$ cat src/clc_pkg.sv
// Shared types and constants for the channel levels, colorize and additive blend unit.
package clc_pkg;

    localparam int BYTE_W = 8;
    localparam int NUM_W = 16;
    localparam int QUO_W = 8;
    localparam int DIV_BITS = 2;
    localparam int DIV_STAGES = QUO_W / DIV_BITS;

    localparam logic [BYTE_W-1:0] LUMA_WR = 8'd77;
    localparam logic [BYTE_W-1:0] LUMA_WG = 8'd150;
    localparam logic [BYTE_W-1:0] LUMA_WB = 8'd29;
    localparam logic [BYTE_W-1:0] BYTE_MAX = 8'd255;
    localparam logic [BYTE_W-1:0] TINT_ROUND = 8'd127;

    // floor(x / 255) == (x * RECIP_255) >> RECIP_SHIFT for every 16-bit x.
    localparam logic [16:0] RECIP_255 = 17'h08081;
    localparam int RECIP_SHIFT = 23;
    localparam int RECIP_PROD_W = 33;

    typedef enum logic [2:0] {
        CFG_BLACK = 3'd0,
        CFG_WHITE = 3'd1,
        CFG_TINT_B = 3'd2,
        CFG_TINT_G = 3'd3,
        CFG_TINT_R = 3'd4
    } cfg_idx_t;

    typedef struct packed {
        logic [BYTE_W-1:0] src_blue;
        logic [BYTE_W-1:0] src_green;
        logic [BYTE_W-1:0] src_red;
        logic [BYTE_W-1:0] acc_blue;
        logic [BYTE_W-1:0] acc_green;
        logic [BYTE_W-1:0] acc_red;
    } pix_in_t;

    typedef struct packed {
        logic [BYTE_W-1:0] out_blue;
        logic [BYTE_W-1:0] out_green;
        logic [BYTE_W-1:0] out_red;
    } pix_out_t;

    typedef struct packed {
        logic [BYTE_W-1:0] blue;
        logic [BYTE_W-1:0] green;
        logic [BYTE_W-1:0] red;
    } acc_t;

    // Data that rides along the divider: threshold decisions and the accumulated pixel.
    typedef struct packed {
        logic force_lo;
        logic force_hi;
        acc_t acc;
    } div_side_t;

endpackage

$ cat src/clc_in_if.sv
// Input channel: source pixel plus accumulated pixel with valid/ready handshake.
interface clc_in_if import clc_pkg::*; ();
    logic valid;
    logic ready;
    pix_in_t data;

    modport source (output valid, output data, input ready);
    modport sink (input valid, input data, output ready);
endinterface

$ cat src/clc_out_if.sv
// Output channel: blended pixel with valid/ready handshake.
interface clc_out_if import clc_pkg::*; ();
    logic valid;
    logic ready;
    pix_out_t data;

    modport source (output valid, output data, input ready);
    modport sink (input valid, input data, output ready);
endinterface

$ cat src/channel_levels_colorize_add_unit.sv
// Top level: luminance, levels stretch, tint and saturating additive blend of one pixel.
//
// Usage: each transfer on src carries one source BGR pixel of a fluorescence
// channel and the BGR pixel accumulated so far; dst returns the accumulated
// pixel with the tinted channel intensity added, each byte saturating at 255.
// The five levels and tint registers are written through cfg_we, cfg_index and
// cfg_data; indexes beyond the tint registers are ignored. Write them only while
// no pixel is in flight.
//
// A pixel on src passes the stage 1 and 2 registers, the four divider stages and
// the stage 7, 8 and output registers to reach dst. While dst does not stall, a
// new pixel is taken in every cycle; the rate is one pixel per clock, set by the
// nine-stage pipeline, whose four middle stages form the levels divider.
// The whole pipeline advances together: while dst holds a valid result that is
// not taken, src.ready is low and every stage holds, so nothing is lost or
// repeated; empty stages are never filled by a stall.
// Reset clears all valid bits and loads black 0, white 255 and a white tint.
module channel_levels_colorize_add_unit import clc_pkg::*; (
    input  logic              clk,
    input  logic              rst_n,
    clc_in_if.sink            src,
    clc_out_if.source         dst,
    input  logic              cfg_we,
    input  logic [2:0]        cfg_index,
    input  logic [BYTE_W-1:0] cfg_data
);

    logic [BYTE_W-1:0] black_reg;
    logic [BYTE_W-1:0] white_reg;
    logic [BYTE_W-1:0] tint_b_reg;
    logic [BYTE_W-1:0] tint_g_reg;
    logic [BYTE_W-1:0] tint_r_reg;

    always_ff @(posedge clk or negedge rst_n)
    begin
        if (!rst_n)
        begin
            black_reg <= '0;
            white_reg <= BYTE_MAX;
            tint_b_reg <= BYTE_MAX;
            tint_g_reg <= BYTE_MAX;
            tint_r_reg <= BYTE_MAX;
        end
        else if (cfg_we)
        begin
            unique case (cfg_idx_t'(cfg_index))
                CFG_BLACK:  black_reg <= cfg_data;
                CFG_WHITE:  white_reg <= cfg_data;
                CFG_TINT_B: tint_b_reg <= cfg_data;
                CFG_TINT_G: tint_g_reg <= cfg_data;
                CFG_TINT_R: tint_r_reg <= cfg_data;
                default:    ;
            endcase
        end
    end

    logic adv;
    logic out_vld_reg;

    assign adv = !out_vld_reg || dst.ready;
    assign src.ready = adv;

    // Stage 1: weighted luminance.
    logic              s1_vld_reg;
    logic [BYTE_W-1:0] s1_luma_reg;
    acc_t              s1_acc_reg;
    logic [NUM_W-1:0]  luma_sum;

    assign luma_sum = NUM_W'(src.data.src_red) * NUM_W'(LUMA_WR)
                    + NUM_W'(src.data.src_green) * NUM_W'(LUMA_WG)
                    + NUM_W'(src.data.src_blue) * NUM_W'(LUMA_WB);

    // Stage 2: window decisions and divider numerator.
    logic              s2_vld_reg;
    logic [NUM_W-1:0]  s2_num_reg;
    logic [BYTE_W-1:0] s2_span_reg;
    div_side_t         s2_side_reg;
    logic              force_hi;
    logic              force_lo;
    logic [BYTE_W-1:0] span;
    logic [BYTE_W-1:0] off;
    logic [NUM_W-1:0]  num;

    always_comb
    begin
        force_hi = s1_luma_reg >= white_reg;
        force_lo = !force_hi && ((white_reg <= black_reg) || (s1_luma_reg <= black_reg));
        span = white_reg - black_reg;
        off = s1_luma_reg - black_reg;
        num = {off, 8'd0} - NUM_W'(off) + NUM_W'(span[BYTE_W-1:1]);
    end

    // Stages 3 to 6: divider.
    logic              div_vld;
    logic [QUO_W-1:0]  div_quo;
    logic [NUM_W-1:0]  div_rem;
    div_side_t         div_side;

    clc_div u_div (
        .clk      (clk),
        .rst_n    (rst_n),
        .en       (adv),
        .in_vld   (s2_vld_reg),
        .num      (s2_num_reg),
        .span     (s2_span_reg),
        .side     (s2_side_reg),
        .out_vld  (div_vld),
        .quo      (div_quo),
        .rem      (div_rem),
        .side_out (div_side)
    );

    // Stage 7: intensity times tint, with rounding bias.
    logic              s7_vld_reg;
    logic [NUM_W-1:0]  s7_pb_reg;
    logic [NUM_W-1:0]  s7_pg_reg;
    logic [NUM_W-1:0]  s7_pr_reg;
    acc_t              s7_acc_reg;
    logic [BYTE_W-1:0] inten;

    always_comb
    begin
        if (div_side.force_hi)
        begin
            inten = BYTE_MAX;
        end
        else if (div_side.force_lo)
        begin
            inten = '0;
        end
        else
        begin
            inten = div_quo;
        end
    end

    // Stage 8: divide by 255 through a reciprocal multiply.
    logic              s8_vld_reg;
    logic [BYTE_W-1:0] s8_ab_reg;
    logic [BYTE_W-1:0] s8_ag_reg;
    logic [BYTE_W-1:0] s8_ar_reg;
    acc_t              s8_acc_reg;
    logic [RECIP_PROD_W-1:0] qb_prod;
    logic [RECIP_PROD_W-1:0] qg_prod;
    logic [RECIP_PROD_W-1:0] qr_prod;

    assign qb_prod = RECIP_PROD_W'(s7_pb_reg) * RECIP_PROD_W'(RECIP_255);
    assign qg_prod = RECIP_PROD_W'(s7_pg_reg) * RECIP_PROD_W'(RECIP_255);
    assign qr_prod = RECIP_PROD_W'(s7_pr_reg) * RECIP_PROD_W'(RECIP_255);

    // Stage 9: saturating add into the output register.
    pix_out_t          out_reg;
    logic [BYTE_W:0]   sum_b;
    logic [BYTE_W:0]   sum_g;
    logic [BYTE_W:0]   sum_r;

    assign sum_b = {1'b0, s8_acc_reg.blue} + {1'b0, s8_ab_reg};
    assign sum_g = {1'b0, s8_acc_reg.green} + {1'b0, s8_ag_reg};
    assign sum_r = {1'b0, s8_acc_reg.red} + {1'b0, s8_ar_reg};

    always_ff @(posedge clk or negedge rst_n)
    begin
        if (!rst_n)
        begin
            s1_vld_reg <= 1'b0;
            s2_vld_reg <= 1'b0;
            s7_vld_reg <= 1'b0;
            s8_vld_reg <= 1'b0;
            out_vld_reg <= 1'b0;
        end
        else if (adv)
        begin
            s1_vld_reg <= src.valid;
            s2_vld_reg <= s1_vld_reg;
            s7_vld_reg <= div_vld;
            s8_vld_reg <= s7_vld_reg;
            out_vld_reg <= s8_vld_reg;
        end
    end

    always_ff @(posedge clk)
    begin
        if (adv)
        begin
            s1_luma_reg <= luma_sum[NUM_W-1:BYTE_W];
            s1_acc_reg <= '{blue: src.data.acc_blue, green: src.data.acc_green,
                            red: src.data.acc_red};

            s2_num_reg <= num;
            s2_span_reg <= span;
            s2_side_reg <= '{force_lo: force_lo, force_hi: force_hi, acc: s1_acc_reg};

            s7_pb_reg <= NUM_W'(inten) * NUM_W'(tint_b_reg) + NUM_W'(TINT_ROUND);
            s7_pg_reg <= NUM_W'(inten) * NUM_W'(tint_g_reg) + NUM_W'(TINT_ROUND);
            s7_pr_reg <= NUM_W'(inten) * NUM_W'(tint_r_reg) + NUM_W'(TINT_ROUND);
            s7_acc_reg <= div_side.acc;

            s8_ab_reg <= qb_prod[RECIP_SHIFT+BYTE_W-1:RECIP_SHIFT];
            s8_ag_reg <= qg_prod[RECIP_SHIFT+BYTE_W-1:RECIP_SHIFT];
            s8_ar_reg <= qr_prod[RECIP_SHIFT+BYTE_W-1:RECIP_SHIFT];
            s8_acc_reg <= s7_acc_reg;

            out_reg.out_blue <= sum_b[BYTE_W] ? BYTE_MAX : sum_b[BYTE_W-1:0];
            out_reg.out_green <= sum_g[BYTE_W] ? BYTE_MAX : sum_g[BYTE_W-1:0];
            out_reg.out_red <= sum_r[BYTE_W] ? BYTE_MAX : sum_r[BYTE_W-1:0];
        end
    end

    assign dst.valid = out_vld_reg;
    assign dst.data = out_reg;

    // The two threshold decisions never both hold for a pixel in flight.
    assert property (@(posedge clk) disable iff (!rst_n)
        s2_vld_reg |-> !(s2_side_reg.force_lo && s2_side_reg.force_hi))
        else $error("levels window flagged both black and white");

    // A stretched pixel leaves the divider with a remainder below the span.
    assert property (@(posedge clk) disable iff (!rst_n)
        (div_vld && !div_side.force_lo && !div_side.force_hi)
            |-> (div_rem < NUM_W'(white_reg - black_reg)))
        else $error("divider remainder not below the divisor");

    // The blend only adds: each output byte is at least its accumulated byte.
    assert property (@(posedge clk) disable iff (!rst_n)
        (adv && s8_vld_reg) |=> (dst.data.out_blue >= $past(s8_acc_reg.blue)
            && dst.data.out_green >= $past(s8_acc_reg.green)
            && dst.data.out_red >= $past(s8_acc_reg.red)))
        else $error("blended byte below accumulated byte");

endmodule

$ cat src/clc_div.sv
// Pipelined restoring divider: 16-bit numerator by 8-bit divisor, two quotient bits per stage.
module clc_div import clc_pkg::*; (
    input  logic              clk,
    input  logic              rst_n,
    input  logic              en,
    input  logic              in_vld,
    input  logic [NUM_W-1:0]  num,
    input  logic [BYTE_W-1:0] span,
    input  div_side_t         side,
    output logic              out_vld,
    output logic [QUO_W-1:0]  quo,
    output logic [NUM_W-1:0]  rem,
    output div_side_t         side_out
);

    logic [DIV_STAGES-1:0] vld_reg;
    logic [NUM_W-1:0]      rem_reg  [DIV_STAGES];
    logic [QUO_W-1:0]      quo_reg  [DIV_STAGES];
    logic [BYTE_W-1:0]     span_reg [DIV_STAGES];
    div_side_t             side_reg [DIV_STAGES];

    logic [NUM_W-1:0]      rem_in   [DIV_STAGES];
    logic [QUO_W-1:0]      quo_in   [DIV_STAGES];
    logic [BYTE_W-1:0]     span_in  [DIV_STAGES];
    div_side_t             side_in  [DIV_STAGES];
    logic [NUM_W-1:0]      rem_next [DIV_STAGES];
    logic [QUO_W-1:0]      quo_next [DIV_STAGES];

    always_comb
    begin
        rem_in[0] = num;
        quo_in[0] = '0;
        span_in[0] = span;
        side_in[0] = side;
        for (int s = 1; s < DIV_STAGES; s++)
        begin
            rem_in[s] = rem_reg[s-1];
            quo_in[s] = quo_reg[s-1];
            span_in[s] = span_reg[s-1];
            side_in[s] = side_reg[s-1];
        end
    end

    // For a pixel forced neither high nor low, the numerator is below span * 2**QUO_W, so QUO_W steps suffice.
    always_comb
    begin
        logic [NUM_W-1:0] rem_v;
        logic [NUM_W-1:0] dvs;
        logic [QUO_W-1:0] quo_v;
        int idx;
        for (int s = 0; s < DIV_STAGES; s++)
        begin
            rem_v = rem_in[s];
            quo_v = quo_in[s];
            for (int j = 0; j < DIV_BITS; j++)
            begin
                idx = QUO_W - 1 - s * DIV_BITS - j;
                dvs = NUM_W'(span_in[s]) << idx;
                if (rem_v >= dvs)
                begin
                    rem_v = rem_v - dvs;
                    quo_v[3'(idx)] = 1'b1;
                end
            end
            rem_next[s] = rem_v;
            quo_next[s] = quo_v;
        end
    end

    always_ff @(posedge clk or negedge rst_n)
    begin
        if (!rst_n)
        begin
            vld_reg <= '0;
        end
        else if (en)
        begin
            vld_reg <= {vld_reg[DIV_STAGES-2:0], in_vld};
        end
    end

    always_ff @(posedge clk)
    begin
        if (en)
        begin
            for (int s = 0; s < DIV_STAGES; s++)
            begin
                rem_reg[s] <= rem_next[s];
                quo_reg[s] <= quo_next[s];
                span_reg[s] <= span_in[s];
                side_reg[s] <= side_in[s];
            end
        end
    end

    assign out_vld = vld_reg[DIV_STAGES-1];
    assign quo = quo_reg[DIV_STAGES-1];
    assign rem = rem_reg[DIV_STAGES-1];
    assign side_out = side_reg[DIV_STAGES-1];

endmodule
$ cat src/flat_wrapper.sv
// flat-port wrapper written by rule: the top's interface ports become plain ports
module channel_levels_colorize_add_unit_flat import clc_pkg::*;
  (clk, rst_n, cfg_we, cfg_index, cfg_data, src_valid, src_data, src_ready, dst_valid, dst_data, dst_ready);
  clc_in_if src_i ();
  clc_out_if dst_i ();
  input  logic clk;
  input  logic rst_n;
  input  logic cfg_we;
  input  logic [2:0] cfg_index;
  input  logic [BYTE_W-1:0] cfg_data;
  input wire logic [$bits(src_i.valid)-1:0] src_valid;
  input wire logic [$bits(src_i.data)-1:0] src_data;
  output wire logic [$bits(src_i.ready)-1:0] src_ready;
  output wire logic [$bits(dst_i.valid)-1:0] dst_valid;
  output wire logic [$bits(dst_i.data)-1:0] dst_data;
  input wire logic [$bits(dst_i.ready)-1:0] dst_ready;
  assign src_i.valid = src_valid;
  assign src_i.data = src_data;
  assign src_ready = src_i.ready;
  assign dst_valid = dst_i.valid;
  assign dst_data = dst_i.data;
  assign dst_i.ready = dst_ready;
  channel_levels_colorize_add_unit u_core (.clk(clk), .rst_n(rst_n), .src(src_i), .dst(dst_i), .cfg_we(cfg_we), .cfg_index(cfg_index), .cfg_data(cfg_data));
endmodule
$ cat config.mk
export PLATFORM = sky130hd
export DESIGN_NAME = channel_levels_colorize_add_unit_flat
export DESIGN_NICKNAME = d
export VERILOG_FILES = /design/src/clc_pkg.sv /design/src/clc_in_if.sv /design/src/clc_out_if.sv /design/src/channel_levels_colorize_add_unit.sv /design/src/clc_div.sv /design/src/flat_wrapper.sv
export SDC_FILE = /design/constraint.sdc
export NUM_CORES = 1
export LEC_CHECK = 0
export BUFFER_PORTS_ARGS = -buffer_cell sky130_fd_sc_hd__buf_2
export CORE_ASPECT_RATIO = 1.75
export CORE_MARGIN = 10
export CORE_UTILIZATION = 35
export DETAILED_ROUTE_END_ITERATION = 16
export PLACE_DENSITY = 0.52
export SYNTH_ARGS = -nofsm -noshare
export SYNTH_HDL_FRONTEND = slang
export SYNTH_SLANG_ARGS = --single-unit
$ cat constraint.sdc
create_clock -name clk -period 13.8 [get_ports clk]
set_clock_uncertainty 0.15 [all_clocks]
set_input_delay 0 -clock clk [delete_from_list [all_inputs] [get_ports clk]]
set_output_delay 0 -clock clk [all_outputs]
set_load 0.05 [all_outputs]
* Word level (Yosys, flattened, before mapping)
Memories as Yosys holds them, arrays and structs flattened. Cells that the tools add are included.
Word-level totals: register bits after elaboration 275, bits in writable memories 232, input port bits 64, output and inout bits 26, logic and storage cells 112, memories 4
Memories:
- u_core.u_div.side_reg | words 4, bits a word 26, read ports 4, clocked after memory_dff 0, wr ports 4, line clc_div.sv:20 | div_side_t side_reg [DIV_STAGES];
- u_core.u_div.rem_reg | words 4, bits a word 16, read ports 3, clocked after memory_dff 0, wr ports 4, line clc_div.sv:17 | logic [NUM_W-1:0] rem_reg [DIV_STAGES];
- u_core.u_div.quo_reg | words 4, bits a word 8, read ports 4, clocked after memory_dff 0, wr ports 4, line clc_div.sv:18 | logic [QUO_W-1:0] quo_reg [DIV_STAGES];
- u_core.u_div.span_reg | words 4, bits a word 8, read ports 3, clocked after memory_dff 0, wr ports 4, line clc_div.sv:19 | logic [BYTE_W-1:0] span_reg [DIV_STAGES];
Cells by class: add/subtract/negate cells 20, multiply operators 9, magnitude comparators 11, equal/unequal tests 4, mux-type cells 16, reduce and logical (&&, ||, !) cells 11
Operator list (count):
- 16-bit 2-to-1 mux | 8
- 16-bit by 16-bit multiplier with 31-bit output (second input constant) | 3
- 16-bit by 7-bit adder with 16-bit output (second input constant) | 3
- 8-bit by 8-bit multiplier with 16-bit output | 3
- 16-bit by 8-bit subtractor with 16-bit output | 2
- 8-bit by 7-bit multiplier with 15-bit output (second input constant) | 2
- 8-bit by 8-bit adder with 9-bit output | 3
- 15-bit by 16-bit adder with 16-bit output | 1
- 16-bit by 13-bit adder with 16-bit output | 1
- 16-bit by 7-bit adder with 16-bit output | 1
- 16-bit by 10-bit greater-or-equal comparator with 1-bit output | 1
- 16-bit by 11-bit greater-or-equal comparator with 1-bit output | 1
- 16-bit by 12-bit greater-or-equal comparator with 1-bit output | 1
- 16-bit by 13-bit greater-or-equal comparator with 1-bit output | 1
- 16-bit by 14-bit greater-or-equal comparator with 1-bit output | 1
- 16-bit by 15-bit greater-or-equal comparator with 1-bit output | 1
- 16-bit by 8-bit greater-or-equal comparator with 1-bit output | 1
- 16-bit by 9-bit greater-or-equal comparator with 1-bit output | 1
- 8-bit less-or-equal comparator | 2
- 8-bit 2-to-1 mux | 2
- 16-bit by 10-bit subtractor with 16-bit output | 1
- 16-bit by 11-bit subtractor with 16-bit output | 1
- 16-bit by 12-bit subtractor with 16-bit output | 1
- 16-bit by 13-bit subtractor with 16-bit output | 1
- other kinds (15) | 28

* Depth between registers and ports, before layout
Gate-level depths: netlist (run 1). An unclocked memory read counts as a cell.
word-level depth 5, gate-level depth with buffers 23, depth with buffers taken out 23

* Modules after synthesis
Synthesis (run 1) repeated with hierarchy kept, for this count alone.
Second synthesis, totals: cell total of the unflattened synthesis 2987, area total of the unflattened synthesis 34470.6 um2
By module, submodules not included:
- channel_levels_colorize_add_unit | instances 1, cells an instance 2102, area an instance 23631.4 um2, sequential area each 7952.6 um2
- clc_div | instances 1, cells an instance 885, area an instance 10839.1 um2, sequential area each 6045.8 um2

* Worst setup path after synthesis (run 1)
No wires, ideal clock.
path kind flip-flop to flip-flop, start point reg u_core.out_vld_reg, in the netlist u_core.dst.valid, end point reg u_core.s1_vld_reg, library setup time 0.130 ns, data arrival time 13.961 ns, required time 13.520 ns, setup slack -0.441 ns, stages on the path, launching flop included 4, buffers on the path 1, period minus slack after synthesis 14.241 ns, path through dfrtp_1 > nand2b_1 > clkbuf_1 > mux2_2
Between the ends: cells in the longest elaborated chain, start to end 2
RTL lines:
- start: declaration | line channel_levels_colorize_add_unit.sv:58 | logic out_vld_reg;
- start signal: assignment | line channel_levels_colorize_add_unit.sv:177 | out_vld_reg <= s8_vld_reg;
- 1-bit logical NOT | line channel_levels_colorize_add_unit.sv:60 | assign adv = !out_vld_reg || dst.ready;
- 1-bit logical OR | line channel_levels_colorize_add_unit.sv:60
- named net src_ready | line flat_wrapper.sv:13 | output wire logic [$bits(src_i.ready)-1:0] src_ready;
- end signal: assignment | line channel_levels_colorize_add_unit.sv:173 | s1_vld_reg <= src.valid;
- end: declaration | line channel_levels_colorize_add_unit.sv:64 | logic s1_vld_reg;
The timed path passes the listed nets, and every way through them passes these cells. A chain may end at the register's enable or synchronous reset.

==> results of run 1 <==
Yosys cell counts (35+ instances only):
master / instances
a21o_1: 56
a21oi_1: 102
xnor2_1: 107
and2_1: 57
fa_1: 188
ha_1: 500
inv_1: 356
nand2_1: 175
o21ai_0: 105
nor2_1: 111
edfxtp_1: 408
nor2b_1: 36
mux2_2: 53
xor2_1: 47
nor3_1: 35
per-stage QoR:
step | utilization, % | hold slack, ns | std cells | cell area (um^2) | setup slack (ns)
detailed placement | 37.2 | 0.0283 | 3951 | 34100 | 7.12
global route | 39.8 | 0.0603 | 4118 | 36500 | 7.13
finish | 39.8 | 0.0393 | 4118 | 36500 | 7.67
global placement | 37.2 | 0.0260 | 3951 | 34100 | 7.11
floorplan | - | -0.446 | 2684 | 32200 | 6.60
CTS | 39.8 | 0.0197 | 4118 | 36500 | 7.61
path summary, 6_finish.rpt:
kind / endpoint / slack [ns] / cells past startpoint
setup / recovery: u_core.s7_pr_reg[14] / 7.67 / 19
hold / removal: u_core.s7_vld_reg / 0.04 / 2
setup reg to reg: u_core.s7_pr_reg[14] / 7.67 / 19
hold reg to reg: u_core.s8_acc_reg[21] / 0.26 / 0
max in group asynchronous: u_core.black_reg[0] / 12.77 / 2
min in group clk: u_core.tint_b_reg[1] / 0.05 / 5
metal layers:
layer	vias up	global-route usage [%]
li1	9802	-
met1	9644	12.5
met2	302	24.0
met3	142	1.69
met4	0	5.49
met5	-	0
worst max-delay path, delay by kind of cell, from the launching register on:
family / cells / cell delay, ns
compound gates: 7 / 1.95
xor+xnor: 1 / 0.11
fa+ha+maj: 5 / 2.15
buf+inv: 3 / 0.13
flops: 1 / 0.95
simple gates: 3 / 0.39
logic make-up after synthesis:
group	Yosys count	share of synthesized area, %
buf+inv	381	4.47
simple gates	554	8.45
mux	67	2.29
compound gates	383	7.50
flops	457	42.0
xor+xnor	154	4.19
fa+ha+maj	688	31.1
layout by cell type, fill, tap and decap left out, types with 7 or more instances in the layout:
master,synthesis,routed
o21bai_1,12,12
or2_2,9,9
ha_1,500,500
nand3_1,27,27
nor4_1,7,7
and2_1,57,57
nand4_1,20,20
a21oi_1,102,102
clkbuf_16,0,47
edfxtp_1,408,408
a31oi_1,10,10
o21ai_0,105,105
a21boi_0,10,10
or3_1,14,14
nor2_1,111,111
a211o_1,7,7
a21o_1,56,56
a211oi_1,11,11
clkinv_2,0,8
o21a_1,18,18
nor3_1,35,35
o31ai_1,10,10
dfstp_2,32,32
xnor2_1,107,107
buf_2,2,89
dfrtp_1,17,17
mux2i_1,14,14
mux2_2,53,53
nor2b_1,36,36
nand2b_1,32,31
xor2_1,47,47
inv_1,356,356
nand2_1,175,175
dlygate4sd3_1,0,80
fa_1,188,188
buf_4,0,10
and3_1,11,11
layout make-up:
cell class              count  area, um^2  share of cell area, %
clock buffers              52        1190                   3.27
flip-flops and latches    457       13500                   37.0
multi-input cells        1846       17200                   47.3
repair buffers            179        1320                   3.62
inverters                 357        1340                   3.67
well taps                1192        1490                   4.09
clock inverters            35         384                   1.05
repair_timing:
item | in CTS | in global routing
hold endpoints to repair | 115 | 0
resized for setup | 0 | 0
hold buffers | 80 | 0
==> flow_summary.toml, run 1 <==
[placement]
dp_hpwl_um = 50600
port_buffers = 89
routabilityCongestion = 0.845

[status]
status = "completed"

[job]
maxCapViolCount = 0

[critical_path]
cp.required_ns = 13.99
timing.rr.start = "u_core.u_div.side_reg[3][24]"
endpoint_kind = "register"
arrival_ns = 6.32
path_cells = "a21o_1, nand2_1, fa_1, inv_1, ha_1, fa_1, inv_1, fa_1, inv_1, ha_1, a21o_1, a21oi_1, o21bai_1, a21oi_1, nor2b_1, o2111ai_1, nand3_1, o41ai_1, xnor2_1"
startpoint = "u_core.u_div.side_reg[3][24]"
slowest_delay_ns = 0.95
path_max_fanout = 28
critical_path_class = "register to register"
crit_path_top_delay_cell = "edfxtp_1"
crit_path_start_kind = "register"

[synth]
ys_seq_elements = 457
synth_edf_count = 408
ys.flop_type = "edfxtp_1"
synth_warnings = 0
synthDistinctLibCells = 71
yosysTopAreaCellShare_pct = 38.1
seq_area_frac_synth_pct = 42.0
syn_area_um2 = 32200
synth.avg_cell_area_um2 = 12.0
syn_inst = 2684
synth_top_area_cell = "edfxtp_1"
syn-num-nets = 3436
async_flop_share_pct = 10.7
synth_top_cells_by_area = "edfxtp_1 38%, ha_1 19%, fa_1 12%"

[global_route]
grt_first_pass_wirelength_um = 107000
grt-ovfl-total = 0
grt_max_degree = 80
grt_pass1_vias = 21895
grt_usage_pct = 12.2
antenna_found_initial = 0

[final_layout]
diodes = 0
synthToLayoutAreaGrowth_pct = 13.4
drive_gt1_share_pct = 9.77
largest_reg_flops = 104
n_fill_cell = 8766
final_nets = 3640

[drt]
num_vias = 19890
drtIter0Drc = 806
dr.pass1.iters = 5
wl_per_cell_um = 15.5
antenna_left = 0
dr_wl_met2_um = 35300
m1WireLength_um = 24100
drt_wl_total_um = 64000
highest_layer = "met4"
dr_wl_met3_um = 1950
via_per_inst = 4.83
post-route-drc-count = 0

[floorplanning]
start_util_pct = 35.2
die_w_um = 249
dieArea_um2 = 105000
io_pins = 90
rows = 147
die_y_um = 421
core_um2 = 91600

[timing]
slew_headroom_pct = 25.6
setup_viol = 0
finalSetupTns_ns = 0
worstMarginPinSlew_ns = 1.12
hold_viol_final = 0
max_freq_ghz = 0.163
layout_min_cycle_time_ns = 6.13
rsz0062_at_grt = "false"
drv_slew = 0
post-route-period-util_pct = 44.4

[clock_network]
cts-buffers-inserted = 47
cts_max_level = 2
clock_sinks = 457
cts_tree = "yes"
clock_latency_ns = 0.60
cts_buffer_depth = 3
clk_pin_slew_ns = 0.06
clockRootBuffer = "clkbuf_16"
postCtsSetupRepairBufs = 0

[hold_path]
hp-class = "input pin to async pin"
Power of run 1 is left out: the tool's default activity adds up to more than one toggle a clock period on the data nets, which glitch-free logic cannot reach.
==> run 2: changes to the inputs <==
PLACE_DENSITY = 0.5   (was 0.52)
clock period = 5.85 ns   (was 13.8 ns; I/O delays follow)
==> flow_summary.toml, run 2 (synthesis gave the netlist of run 1 again) <==
[global_route]
grt_first_pass_wirelength_um = 109000
grt-ovfl-total = 0
grt_usage_pct = 12.3
antenna_found_initial = 3
grt_max_degree = 150
grt_pass1_vias = 22324

[clock_network]
postCtsSetupRepairBufs = 0
clk_pin_slew_ns = 0.06
cts_tree = "yes"
clock_sinks = 457
clock_latency_ns = 0.60
cts_max_level = 2
cts-buffers-inserted = 47
clockRootBuffer = "clkbuf_16"
cts_buffer_depth = 3

[timing]
hold_viol_final = 1
post-route-period-util_pct = 95.2
layout_min_cycle_time_ns = 5.57
rsz0062_at_grt = "false"
slew_headroom_pct = 23.2
drv_slew = 0
worst_slack_ns = 0.281
max_freq_ghz = 0.180
setup_viol = 0
holdWs_ns = -0.000831
worstMarginPinSlew_ns = 1.15

[drt]
via_per_inst = 4.85
drtIter0Drc = 795
dr.pass1.iters = 5
drt_wl_total_um = 64400
post-route-drc-count = 0
wl_per_cell_um = 15.5
num_vias = 20154
antenna_left = 0

[status]
status = "complete, but fails checks"
violations = "negative hold slack"

[critical_path]
r2r_cells = 17
cp.required_ns = 6.03
critical_path_class = "input pin to register"
arrival_ns = 5.75
path_max_fanout = 2
endpoint_kind = "register"
crit_path_start_kind = "input pin"

[final_layout]
layout_commonest_cell = "ha_1"
drive_gt1_share_pct = 11.0
synthToLayoutAreaGrowth_pct = 14.4
finalInstanceArea_um2 = 36800
final_nets = 3676
largest_reg_flops = 104
mostFrequentLayoutCells = "499 x ha_1, 408 x edfxtp_1, 356 x inv_1, 188 x fa_1, 175 x nand2_1"

[placement]
port_buffers = 89
placed_area_um2 = 34500
routabilityCongestion = 0.836
dp_hpwl_um = 51100
place_ws_ns = -0.370

[hold_path]
whs_path_depth = 3
hp-class = "input pin to register"

[floorplanning]
dieArea_um2 = 105000
core_um2 = 91600
die_w_um = 249
io_pins = 90
start_util_pct = 35.2
die_y_um = 421
rows = 147

[job]
maxCapViolCount = 0
-- run 2: changes by cell type in the layout (fill, tap and decap cells not counted), moves of 2 or more --
cell | previous run | this run
a21o_1 | 56 | 54
a21o_2 | 0 | 2
buf_12 | 0 | 2
buf_4 | 10 | 45
clkbuf_1 | 5 | 7
clkbuf_8 | 0 | 3
clkinv_2 | 8 | 5
clkinv_4 | 2 | 5
diode_2 | 0 | 2
inv_6 | 6 | 2
-- run 2: layout make-up --
| type | count | area (um^2) |
|---|---|---|
| inverters | 357 | 1340 |
| fillers | 8706 | 54800 |
| multi-input cells | 1846 | 17300 |
| clock buffers | 58 | 1270 |
| well taps | 1192 | 1490 |
| flip-flops and latches | 457 | 13500 |
| diodes | 2 | 5.00 |
| repair buffers | 215 | 1610 |
| clock inverters | 28 | 314 |
-- run 2: per-layer routing --
metal	track usage, %	part of all wire [%]
met3	1.63	2.7
met2	24.6	56
met4	4.56	3.1
met1	12.6	38
met5	0	0.011
-- run 2: stage by stage --
stage | hold WS [ns] | setup TNS [ns] | instances | utilization, %
final | -0.000831 | 0 | 4155 | 40.2
after global routing | 0.0578 | 0 | 4155 | 40.2
after CTS | 0.00253 | 0 | 4153 | 40.2
after detailed placement | 0.0282 | -1.13 | 3988 | 37.6
after global placement | 0.0259 | -1.22 | 3988 | 37.6
after floorplan | -0.446 | 0 | 2684 | -
-- run 2: what timing repair did --
| action | in CTS | in global routing |
|---|---|---|
| hold buffers | 79 | 0 |
| endpoints found under the setup margin | 0 | 3 |
| endpoints found under the hold margin | 114 | 0 |
| resized for setup | 0 | 2 |
-- run 2: path summary, 6_finish.rpt --
path	start	end	slack [ns]
max in group asynchronous	rst_n	u_core.black_reg[5]	4.78
worst min-delay path	dst_ready	u_core.dst.valid	-0.0008
worst min register to register	u_core.s1_acc_reg[3]	u_core.s2_side_reg[3]	0.26
worst max register to register	u_core.u_div.side_reg[3][24]	u_core.s7_pb_reg[15]	0.43
min in group asynchronous	rst_n	u_core.u_div.vld_reg[3]	0.05
worst max-delay path	src_data[35]	u_core.s1_luma_reg[7]	0.28
-- run 2: worst max-delay path, stage by stage --
cell and delay [ns]:
buf_2 0.11, ha_1 0.29, ha_1 0.29, ha_1 0.27
inv_1 0.05, fa_1 0.49, inv_1 0.04, ha_1 0.30
a21o_1 0.20, xor2_2 0.19, fa_1 0.52, fa_1 0.51
inv_1 0.05, fa_1 0.46, fa_1 0.55, inv_1 0.05
ha_1 0.30, o21a_1 0.11, o31a_1 0.12, nor3_2 0.26
o311ai_2 0.12, o31a_1 0.31, xor2_1 0.16
Power of run 2 is left out for the same reason.
